`src/design/mbb_pkg.sv`:
```
`timescale 1ns / 1ps
`default_nettype none

package mbb_pkg;

    // screen geometry and frame store
    localparam int SCREEN_WIDTH  = 160;
    localparam int SCREEN_HEIGHT = 96;
    localparam int LINE_BYTES    = 20;
    localparam int FRAME_DEPTH   = 1920;
    localparam int ADDR_W        = 11;
    localparam int MAX_SIZE      = 256;

    // one lane per pixel of a source byte
    localparam int NUM_LANES = 8;
    localparam int POS_W     = 3;
    localparam int TOP_BIT   = 7;

    // wide enough for LINE_BYTES * (2 * 255) + 63
    localparam int IDX_W = 15;

    localparam logic [1:0] OP_START = 2'd0;
    localparam logic [1:0] OP_SRC   = 2'd1;
    localparam logic [1:0] OP_READ  = 2'd2;
    localparam logic [1:0] OP_WRITE = 2'd3;

    localparam logic [1:0] MODE_COPY  = 2'd0;
    localparam logic [1:0] MODE_AND   = 2'd1;
    localparam logic [1:0] MODE_OR    = 2'd2;
    localparam logic [1:0] MODE_CLEAR = 2'd3;

    typedef struct packed {
        logic             hit;
        logic             in_b;
        logic [POS_W-1:0] pos;
        logic             src;
    } lane_t;

    typedef struct packed {
        logic [7:0] mask_a;
        logic [7:0] bits_a;
        logic [7:0] mask_b;
        logic [7:0] bits_b;
    } merge_t;

endpackage

`default_nettype wire

```
`src/design/mbb_merge.sv`:
```
`timescale 1ns / 1ps
`default_nettype none

module mbb_merge
(
    input  wire mbb_pkg::lane_t [mbb_pkg::NUM_LANES-1:0] lanes,
    input  wire logic                                    row_ok,
    input  wire logic                                    a_ok,
    input  wire logic                                    b_ok,
    output mbb_pkg::merge_t                              merged
);

    logic [mbb_pkg::POS_W-1:0] bit_idx;

    always_comb
    begin
        merged  = '0;
        bit_idx = '0;
        for (int i = 0; i < mbb_pkg::NUM_LANES; i++)
        begin
            // leftmost pixel sits in the msb
            bit_idx = mbb_pkg::POS_W'(mbb_pkg::TOP_BIT) - lanes[i].pos;
            if (lanes[i].hit && row_ok)
            begin
                if (lanes[i].in_b)
                begin
                    if (b_ok)
                    begin
                        merged.mask_b[bit_idx] = 1'b1;
                        merged.bits_b[bit_idx] = lanes[i].src;
                    end
                end
                else if (a_ok)
                begin
                    merged.mask_a[bit_idx] = 1'b1;
                    merged.bits_a[bit_idx] = lanes[i].src;
                end
            end
        end
    end

endmodule

`default_nettype wire

```
`config.mk`:
```
export PLATFORM = sky130hd
export DESIGN_NAME = mbb_merge
export DESIGN_NICKNAME = d
export VERILOG_FILES = /design/src/design/mbb_pkg.sv /design/src/design/mbb_merge.sv
export SDC_FILE = /design/constraint.sdc
export NUM_CORES = 1
export LEC_CHECK = 0
export BUFFER_PORTS_ARGS = -buffer_cell sky130_fd_sc_hd__buf_2
export CORE_MARGIN = 2
export CORE_UTILIZATION = 45
export DETAILED_ROUTE_END_ITERATION = 10
export PLACE_DENSITY_LB_ADDON = 0.1
export SETUP_SLACK_MARGIN = 0.05
export SYNTH_ARGS = -nofsm -noshare
export SYNTH_HDL_FRONTEND = slang
export SYNTH_SLANG_ARGS = --single-unit
```
`constraint.sdc`:
```
create_clock -name vclk -period 2.22
set_clock_uncertainty 0.05 [all_clocks]
set_input_delay 0 -clock vclk [all_inputs]
set_output_delay 0 -clock vclk [all_outputs]
set_load 0.02 [all_outputs]
```
* Word level (Yosys, flattened, before mapping)
Index checks and enable logic that the tools add are counted.
** Storage, ports and cells
- Bits in registers :: 0
- Input port bits :: 51
- Output and inout bits :: 32
- Word-level logic and storage cells :: 125
** Cells by class
- $add $sub $neg :: 8
- Magnitude comparators :: 16
- Multiplexer cells :: 70
- Bitwise operators :: 15
- Reduce and logical (&&, ||, !) cells :: 16
** Operators with widths (number)
- $mux 16 :: 32
- $mux 32 :: 8
- $bwmux 8 :: 14
- $or 8x8->8 :: 14
- $lt 3x4->1 const B :: 8
- $demux 1 s3 :: 8
- $ge 3x1->1 const B :: 8
- $sub 3x3->3 const A :: 8
- $logic_and 1x1->1 :: 16
- $and 8x8->8 :: 1
- $mux 1 :: 8

* Longest topological paths before layout
- Word-level depth :: 37
- Gate-level depth with buffers :: 8
- Depth with buffers taken out :: 5

* Worst setup path before layout
No wires, ideal clock.
- Kind :: in2out
- Start :: input a_ok
- End :: output merged[20] (netlist name)
- Arrival :: 1.414 ns
- Required time :: 2.170 ns
- Path slack :: 0.756 ns
- Cell stages on the path :: 6
- Buffers on the path :: 1
- Cell sequence :: and4b_1 -> clkbuf_1 -> a32o_1 -> a211oi_1 -> a21oi_1 -> o31ai_1
** RTL lines
- from (decl) :: line mbb_merge.sv:8 : input wire logic a_ok,
- to (decl) :: line mbb_merge.sv:10 : output mbb_pkg::merge_t merged

==> flow_metrics.py <==
metrics = {
    "layout": {
        "drive_gt1_share_pct": 22.9,
        "synthToLayoutAreaGrowth_pct": 14.5,
        "final_nets": 626,
        "final_cell_mix": "buf_2 (83), nand2_1 (60), nor2_1 (49)",
        "fin_util_pct": 52.6,
        "diodes": 0,
        "clockBufferCount": 0,
        "seq_area_um2": 0,
        "seq_cells": 0,
        "final_common_cell": "buf_2",
    },
    "synth": {
        "syn_area_mm2": 0.00329,
        "syn_area_per_cell_um2": 6.42,
        "synth_nets": 564,
        "synth_cell_types": 69,
        "netlist.area_leader.share_pct": 6.84,
        "netlist_top_cells_area": "nand2_1 (6.8%), nor2_1 (5.6%), a21oi_1 (5.3%), a221oi_1 (4.5%), mux2i_1 (3.6%)",
        "yosys_warnings": 0,
        "synth_area_leader_cell": "nand2_1",
        "ys_seq_area_share_pct": 0,
        "netlist_instances": 513,
    },
    "die": {
        "ios": 83,
        "rows": 31,
        "core_mm2": 0.00718,
        "die-area_mm2": 0.00802,
        "die_w_um": 89.6,
        "die_h_um": 89.6,
        "initial_utilization_pct": 45.9,
    },
    "drt": {
        "drt-total-wl_um": 17300,
        "wire_per_inst_um": 25.7,
        "drc": 0,
        "vias_per_cell": 7.44,
        "drt_iter0_drc": 865,
        "postRouteAntennaNets": 0,
        "num_vias": 5002,
        "drt_first_pass_iters": 5,
    },
    "sta": {
        "fin_crit_sh_pct": 95.5,
        "rsz0062_at_grt": "false",
        "worst_pin_slew_ns": 0.710,
        "finalHoldViolations": 0,
        "period_minus_slack_ns": 2.12,
        "slew_violations": 0,
        "finalSetupViolCount": 0,
        "relSlewSlack_pct": 52.3,
        "max_freq_ghz": 0.471,
        "fin_setup_tns_ns": 0,
    },
    "critical_path": {
        "path_class": "in -> out",
        "worst_setup_path_end_kind": "primary output",
        "crit_chain": "buf_2 -> buf_4 -> and3b_2 -> and3b_1 -> a2111oi_0 -> buf_4 -> nand3_1 -> buf_2",
        "arrival_ns": 2.07,
        "critical_path_peak_fanout": 21,
        "critPathRequiredTime_ns": 2.17,
        "slowest_stage": "a2111oi_0",
        "cp-start-kind": "input pin",
        "critPathMaxStageDelay_ns": 0.66,
    },
    "job": {
        "maxCapViolations": 0,
    },
    "power": {
        "p_leak_nw": 1.38,
        "p_int_w": 0.000157,
        "p_seq_share_pct": 0,
        "power_density_mw_per_mm2": 134,
        "clock_power_share_pct": 0,
        "power_frac_comb_pct": 100.0,
        "netSwitchingFraction_pct": 69.0,
        "p_sw_w": 0.000349,
        "vdd_drop_max_v": 0.0000934,
    },
    "placed_design": {
        "place.gp.congestion": 1.09,
        "io_buffers": 83,
        "dp_hpwl_um": 13600,
    },
    "global_routing": {
        "grt.total_usage_pct": 41.4,
        "grt_max_degree": 22,
        "overflow": 0,
        "grt_pass1_wl_um": 25000,
        "antenna_found_initial": 0,
        "grt_pass1_vias": 4359,
    },
    "run_status": {
        "status": "finished clean",
    },
    "clocking": {
        "ctsHoldBuffers": 0,
    },
    "hold_path": {
        "min_path_type": "in -> out",
    },
}
[path summary, 6_finish.rpt]
path	to	from	cells past startpoint
hold / removal	merged[16]	lanes[42]	4
setup / recovery	merged[29]	row_ok	8
[worst max-delay path, delay by kind of cell]
family          cells  cell delay [ns]
buf+inv             4             0.86
compound gates      1             0.66
simple gates        3             0.53
[through the flow]
stage	worst slack (ns)	hold WS [ns]	instance area, um2	total power (W)	std cells
global placement	0.122	0.454	3770	0.000480	671
CTS	0.115	0.475	3770	0.000483	671
detailed placement	0.124	0.473	3770	0.000482	671
global route	0.0689	0.505	3770	0.000526	672
floorplan	0.756	0.172	3290	0.000287	513
finish	0.0988	0.485	3770	0.000506	672
[power groups by stage]
stage / Sequential [W] / Clock [W] / Combinational (W)
CTS: 0 / 0 / 0.000483
detailed placement: 0 / 0 / 0.000482
finish: 0 / 0 / 0.000506
floorplan: 0 / 0 / 0.000287
global route: 0 / 0 / 0.000526
global placement: 0 / 0 / 0.000480
[repair_timing]
item	CTS	global route
gates resized for setup	0	0
setup endpoints to repair	0	2
setup buffers	0	1
[area by class of cell]
class | count | area [um2]
fillers | 778 | 3400
well taps | 99 | 124
inverters | 2 | 7.51
multi-input cells | 466 | 3060
repair buffers | 105 | 581
[metal layers]
layer	track usage (%)	share of wire, %
met1	54.8	38
met2	63.4	42
met3	8.49	13
met4	20.5	6.4
met5	0	0
[cells by family (layout without fill, tap and decap cells)]
logic type      after synthesis  count (layout)  share of synthesized area, %
compound gates              169             169                          36.7
buf+inv                      47             107                          7.06
mux                          12              12                          3.65
simple gates                285             285                          52.6
[synthesized netlist by cell type (all sizes together), types with 9 or more instances]
library cell and count:
a21oi 36, a221oi 18, a22oi 12, and3b 11, and4b 11, buf 26, clkbuf 19, mux2i 12
nand2 60, nand2b 11, nand3 24, nand3b 14, nand4 11, nor2 49, nor3 28, nor3b 9
o21ai 17, o221ai 11, o22ai 17, or3b 10
Power figures use the tool's default switching activity.
