### src/design/mbb_pkg.sv
`timescale 1ns / 1ps
`default_nettype none

package mbb_pkg;

    // screen geometry and frame store
    localparam int SCREEN_WIDTH  = 160;
    localparam int SCREEN_HEIGHT = 96;
    localparam int LINE_BYTES    = 20;
    localparam int FRAME_DEPTH   = 1920;
    localparam int ADDR_W        = 11;
    localparam int MAX_SIZE      = 256;

    // one lane per pixel of a source byte
    localparam int NUM_LANES = 8;
    localparam int POS_W     = 3;
    localparam int TOP_BIT   = 7;

    // wide enough for LINE_BYTES * (2 * 255) + 63
    localparam int IDX_W = 15;

    localparam logic [1:0] OP_START = 2'd0;
    localparam logic [1:0] OP_SRC   = 2'd1;
    localparam logic [1:0] OP_READ  = 2'd2;
    localparam logic [1:0] OP_WRITE = 2'd3;

    localparam logic [1:0] MODE_COPY  = 2'd0;
    localparam logic [1:0] MODE_AND   = 2'd1;
    localparam logic [1:0] MODE_OR    = 2'd2;
    localparam logic [1:0] MODE_CLEAR = 2'd3;

    typedef struct packed {
        logic             hit;
        logic             in_b;
        logic [POS_W-1:0] pos;
        logic             src;
    } lane_t;

    typedef struct packed {
        logic [7:0] mask_a;
        logic [7:0] bits_a;
        logic [7:0] mask_b;
        logic [7:0] bits_b;
    } merge_t;

endpackage

`default_nettype wire

### src/design/mbb_lane.sv
`timescale 1ns / 1ps
`default_nettype none

module mbb_lane
(
    input  wire logic [mbb_pkg::POS_W-1:0] lane_idx,
    input  wire logic [8:0]                col0,
    input  wire logic [7:0]                base,
    input  wire logic [8:0]                width_held,
    input  wire logic                      data_bit,
    output mbb_pkg::lane_t                 lane
);

    localparam logic [9:0] SW_LIMIT = 10'(mbb_pkg::SCREEN_WIDTH);

    logic [8:0] x;
    logic [8:0] col;
    logic [3:0] carry_sum;

    always_comb
    begin
        x         = {1'b0, base} + {6'd0, lane_idx};
        col       = col0 + {6'd0, lane_idx};
        // pixel spills into the second frame byte when the low bits wrap
        carry_sum = {1'b0, col0[2:0]} + {1'b0, lane_idx};
        lane.hit  = (x < width_held) && ({1'b0, col} < SW_LIMIT);
        lane.in_b = carry_sum[3];
        lane.pos  = col[2:0];
        lane.src  = data_bit;
    end

endmodule

`default_nettype wire

### config.mk
export PLATFORM = sky130hd
export DESIGN_NAME = mbb_lane
export DESIGN_NICKNAME = d
export VERILOG_FILES = /design/src/design/mbb_pkg.sv /design/src/design/mbb_lane.sv
export SDC_FILE = /design/constraint.sdc
export NUM_CORES = 1
export LEC_CHECK = 0
export BUFFER_PORTS_ARGS = -buffer_cell sky130_fd_sc_hd__buf_2
export CORE_MARGIN = 5
export CORE_UTILIZATION = 40
export DETAILED_ROUTE_END_ITERATION = 7
export PLACE_DENSITY = 0.77
export SLEW_MARGIN = 30
export SYNTH_ARGS = -nofsm -noshare
export SYNTH_HDL_FRONTEND = slang
export SYNTH_SLANG_ARGS = --single-unit
### constraint.sdc
create_clock -name vclk -period 2.8
set_clock_uncertainty 0.1 [all_clocks]
set_input_delay 0.14 -clock vclk [all_inputs]
set_output_delay 0.14 -clock vclk [all_outputs]
set_load 0.02 [all_outputs]
Word-level counts from Yosys, hierarchy flattened
Index checks and enable logic that the tools add are counted.

Register bits after elaboration: 0. Output and inout port bits: 6. Logic and storage cells: 6. Input bits: 30.

$add $sub $neg: 3. Reductions and logical operators: 1. Magnitude comparators: 2.

Operators by type and width (number): 8-bit by 3-bit adder with 9-bit output (1); 9-bit by 3-bit adder with 9-bit output (1); 9-bit by 8-bit less-than comparator with 1-bit output, second input constant (1); 9-bit less-than comparator (1); 3-bit by 3-bit adder with 4-bit output (1); 1-bit logical AND (1).

Longest topological paths before layout
Gate-level depths: netlist of run 1.

Depth after elaboration: 3. Mapped depth: 12. Depth with buffers taken out: 12.

Worst setup path before layout of run 1
OpenSTA, ideal clock, no wires.

Path type: input-to-output. From: input port lane_idx[0] (netlist name). To: output port lane[5] (netlist name). Stages: 12. Buffers on the path: 0. Path slack: 0.230 ns. Required time: 2.560 ns. Data arrival time: 2.330 ns. Path through: ha_1 inv_1 fa_1 nor2b_1 o2111ai_1 xnor2_1 ha_1 nand2_1 nor2_1 a211oi_1 o21ai_0 a311oi_2.

RTL lines: from (decl) (RTL line mbb_lane.sv:6) `input wire logic [mbb_pkg::POS_W-1:0] lane_idx,`; to (decl) (RTL line mbb_lane.sv:11) `output mbb_pkg::lane_t lane`.

==> qor.txt, run 1 <==
Outcome -> complete, no violations
Sequential cell count -> 0
Worst-margin pin slew -> 210 ps
Total chip power -> 0.146 mW
Via/cell ratio -> 5.06
Netlist cell types -> 27
Worst vdd ir -> 0.0818 mV
Syn avg cell area -> 7.92 µm²
Startpoint types -> primary input
Worst slack, placed -> -2.49 ps
FMAX -> 0.382 GHz
CP Max Fanout -> 3
Final Critical Period -> 2620 ps
Final setup violation count -> 0
Switching share of power -> 50.5%
Fillers -> 153
Num rows -> 14
Post-layout util -> 56.7%
Internal -> 0.0722 mW
Lkg Pwr -> 0.483 nW
Crit path kind -> in2out
Routed wire per std cell -> 10.3 µm
Global-route wire length before repair -> 2300 µm
Worst hold path cell count -> 0
Drt initial violations -> 0
Global route total overflow -> 0
Crit path DAT -> 2380 ps
Commonest cells in the netlist -> inv_1, ha_1, nor2_1, xnor2_1
PD cells -> 175 nW/µm²
WL final -> 1310 µm
Finished Cell Area -> 835 µm²
Boundary pin count -> 36
Core area -> 1470 µm²
Syn Std Cell Area -> 602 µm²
Synth-to-Final Area Change -> 38.7%
Antenna viol nets, final -> 0
Final Cycle Share -> 93.5%
Initial core utilization -> 40.9%
Post-synthesis cell count -> 76
Slew margin rel. -> 85.9%
Port Buffers -> 34
Hold_ws -> 180 ps
Area contributors post-synth -> ha_1, inv_1, xnor2_1, fa_1, a21o_1
Area of the multi-input gates -> 562 µm²
Sequential Area -> 0 µm²
Clkbuf count -> 0
Largest net degree at the start of global routing -> 6
Clk pwr share -> 0%
Final Hold Fails -> 0
CP endpoint kind -> output pin
WP data required -> 2560 ps
Die Ht -> 48.8 µm
Worst Slack Setup Final -> 183 ps
Initial antenna violation count -> 0
Final net count -> 159
Quantity of hold-fixing buffers added after cts -> 0
Worst hold path type -> in2out
Via count -> 643
Post-synth top area share -> 29.1%
Syn nets -> 122
Die area -> 2380 µm²
Final HPWL DP -> 1230 µm
Post-CTS Setup Inserts -> 0
Sequential area share after synthesis -> 0%
Net Sw Power -> 0.0737 mW
Vias in the first global route -> 598
DRT Pass-1 Iters -> 1
Sequential Power Share -> 0%
ANT cells -> 0
Share of cells above drive strength 1 -> 41.4%
Total global-route track usage -> 10.8%
Placed Area -> 800 µm²
Remaining DRCs -> 0
Max Cap Viol -> 0
Area leader, netlist -> ha_1
Die Wd -> 48.8 µm
RD Place Congestion -> 0.963
Count leader, synth -> inv_1
Yosys warnings -> 0
Final-report max-slew violation count -> 0
Combinational share of power -> 100.0%
## routing by layer
metal  vias up  GRT usage [%]  part of all wire (%)
li1        335              -                     -
met4         0              0                     0
met5         -              0                     0
met3         0           2.14                   9.2
met1       288           13.6                    40
met2        20           20.0                    51
## cell families after synthesis
| group | after synthesis | share of synthesized area, % |
|---|---|---|
| AO/OA/AOI/OAI | 20 | 25.4 |
| AND/OR/NAND/NOR | 16 | 15.4 |
| adder cells (fa/ha/maj) | 16 | 35.8 |
| XOR/XNOR | 8 | 12.9 |
| buffers and inverters | 16 | 10.6 |
## layout by cell type, fill, tap and decap left out, types with 3 or more instances in the layout
cell type,instances
nand2_1,3
xnor2_1,5
nor2_1,5
buf_2,31
ha_1,13
a21oi_1,4
a21o_1,4
buf_4,4
o21ai_1,3
inv_1,14
## final cells by class
type / instances / area share [%]
inverter: 15 / 6.75
multi-input combinational: 60 / 67.3
tap: 16 / 2.40
timing repair buffer: 36 / 23.5
## power groups by stage
stage | logic [mW] | registers [mW] | clock network, mW
6_report | 0.146 | 0 | 0
5_1_grt | 0.167 | 0 | 0
4_1_cts | 0.144 | 0 | 0
3_5_place_dp | 0.142 | 0 | 0
3_3_place_gp | 0.138 | 0 | 0
2_1_floorplan | 0.0920 | 0 | 0
## worst max-delay path: stages
cell       delay, ps
buf_4            100
ha_4             120
inv_2             40
fa_2             360
nor2b_2          140
o2111ai_2        160
xnor2_1          160
ha_1             330
nand2_1           80
nor2_1            40
a211oi_1         150
o21ai_1          120
a311oi_2         250
buf_4            180
## metrics by stage
stage	std cells	setup TNS (ps)
after floorplan	76	0
after global placement	127	0
after detailed placement	127	-2.49
after CTS	127	0
after global routing	127	-2.81
final	127	0
## worst paths after layout
| check | slack (ps) | start | end |
|---|---|---|---|
| setup / recovery | 180 | lane_idx[0] | lane[5] |
| hold / removal | 180 | data_bit | lane[0] |
## repair_timing
action                     CTS  global route
pin swaps                    0             8
gates resized for setup      2             8
setup endpoints to repair    1             1
Note: power is estimated with default switching activity, not from simulation.
==> run 2: changes to the inputs <==
CORE_UTILIZATION = 46   (was 40)
PLACE_DENSITY = 0.86   (was 0.77)
==> qor.txt, run 2 (synthesized netlist as in run 1, its figures left out) <==
Commonest non-fill, non-tap cell in the layout -> buf_2 (unchanged)
CP delay by family, top -> adder cells (unchanged)
Cells after DPL -> 125 (was 127)
Post-CTS Setup Inserts -> 0 (unchanged)
Final Critical Period -> 2690 ps (was 2620 ps)
Crit path DAT -> 2450 ps (was 2380 ps)
Quantity of hold-fixing buffers added after cts -> 0 (unchanged)
Initial antenna violation count -> 0 (unchanged)
Critical path's slowest cell -> fa_2 (unchanged)
Max Cap Viol -> 0 (unchanged)
Area of the multi-input gates -> 559 µm² (was 562 µm²)
CP max stage delay -> 370 ps (was 360 ps)
Final Cycle Share -> 96.2% (was 93.5%)
Via count -> 620 (was 643)
Sequential Area -> 0 µm² (unchanged)
Largest net degree at the start of global routing -> 6 (unchanged)
Lkg Pwr -> 0.481 nW (was 0.483 nW)
Final-report max-slew violation count -> 0 (unchanged)
Worst vdd ir -> 0.0760 mV (was 0.0818 mV)
Final HPWL DP -> 1300 µm (was 1230 µm)
Vias in the first global route -> 628 (was 598)
FMAX -> 0.371 GHz (was 0.382 GHz)
Final setup TNS -> 0 ps (unchanged)
Crit path cell chain -> buf_2 -> ha_1 -> inv_1 -> fa_2 -> nor2b_4 -> o2111ai_2 -> xnor2_1 -> ha_1 -> nand2_1 -> nor2_1 -> a211oi_2 -> o21ai_1 -> a311oi_2 -> buf_4 (was buf_4 -> ha_4 -> inv_2 -> fa_2 -> nor2b_2 -> o2111ai_2 -> xnor2_1 -> ha_1 -> nand2_1 -> nor2_1 -> a211oi_1 -> o21ai_1 -> a311oi_2 -> buf_4)
Num rows -> 13 (was 14)
Total chip power -> 0.148 mW (was 0.146 mW)
Initial core utilization -> 47.4% (was 40.9%)
Hold_ws -> 180 ps (about the same)
Port Buffers -> 34 (unchanged)
Die Ht -> 46.2 µm (was 48.8 µm)
Total global-route track usage -> 14.3% (was 10.8%)
Remaining DRCs -> 0 (unchanged)
Drt initial violations -> 4 (was 0)
RD Place Congestion -> 0.848 (was 0.963)
Crit path kind -> in2out (unchanged)
Critical path buffer and inverter count -> 3 (unchanged)
CP endpoint kind -> output pin (unchanged)
Clkbuf count -> 0 (unchanged)
Die Wd -> 46.2 µm (was 48.8 µm)
ANT cells -> 0 (unchanged)
Global route total overflow -> 0 (unchanged)
Via/cell ratio -> 4.96 (was 5.06)
RSZ-0062 raised after global routing -> false
Routed wire per std cell -> 11.6 µm (was 10.3 µm)
Die area -> 2130 µm² (was 2380 µm²)
Synth-to-Final Area Change -> 35.3% (was 38.7%)
Worst-margin pin slew -> 238 ps (was 210 ps)
Antenna viol nets, final -> 0 (unchanged)
Final net count -> 158 (was 159)
Sequential cell count -> 0 (unchanged)
Final setup violation count -> 0 (unchanged)
Fin cells -> 125 (was 127)
Share of cells above drive strength 1 -> 40.0% (was 41.4%)
WP data required -> 2560 ps (about the same)
Fillers -> 114 (was 153)
Post-layout util -> 64.2% (was 56.7%)
Most common cell on crit path -> ha_1 (was buf_4)
Outcome -> complete, no violations (unchanged)
Core area -> 1270 µm² (was 1470 µm²)
PD cells -> 181 nW/µm² (was 175 nW/µm²)
Worst hold path type -> in2out (unchanged)
CP Max Fanout -> 3 (unchanged)
WL final -> 1460 µm (was 1310 µm)
Slew margin rel. -> 84.0% (was 85.9%)
Boundary pin count -> 36 (unchanged)
DRT Pass-1 Iters -> 4 (was 1)
Final Hold Fails -> 0 (unchanged)
Startpoint types -> primary input (unchanged)
Global-route wire length before repair -> 2370 µm (was 2300 µm)
Most frequent cells in the layout -> buf_2, inv_1, ha_1 (unchanged)
[run 2: cell types whose count changed in the layout (fill, tap and decap cells not counted)]
cell / before / now
ha_4: 1 / 0
inv_2: 1 / 0
nor2b_2: 1 / 0
buf_4: 4 / 2
buf_2: 31 / 33
inv_1: 14 / 15
nor2b_4: 1 / 2
a211oi_1: 1 / 0
ha_1: 13 / 14
a211oi_2: 0 / 1
buf_6: 1 / 0
[run 2: worst paths after layout]
kind	start	end	slack, ps	cells past startpoint
worst max-delay path	lane_idx[0]	lane[5]	110	14
worst min-delay path	data_bit	lane[0]	180	0
[run 2: timing repair]
| item | 4_1_cts | 5_1_grt |
|---|---|---|
| setup endpoints to repair | 1 | 1 |
| resized for setup | 3 | 4 |
| pin swaps | 0 | 2 |
[run 2: power breakdown]
part / internal, mW / switching [mW]
Sequential: 0 / 0
Combinational: 0.0716 / 0.0762
Clock: 0 / 0
[run 2: per-stage QoR]
step | setup slack [ps] | cell area, µm²
3_3_place_gp | 54.6 | 791
2_1_floorplan | 230 | 602
4_1_cts | 5.50 | 800
6_report | 107 | 815
3_5_place_dp | -47.8 | 791
5_1_grt | 1.69 | 815
[run 2: metal layers]
metal | track usage (%) | wire length (µm) | share of wire (%) | vias to the layer above
met5 | 0 | 0 | 0 | -
met4 | 0.568 | 2 | 0.14 | 0
met3 | 0.391 | 137 | 9.4 | 2
met2 | 30.2 | 762 | 52 | 21
met1 | 15.9 | 552 | 38 | 266
li1 | - | - | - | 331
[run 2: area by class of cell]
cell class / count / area share (%)
inverter: 15 / 6.91
multi-input combinational: 60 / 68.7
tap: 15 / 2.30
timing repair buffer: 35 / 22.1
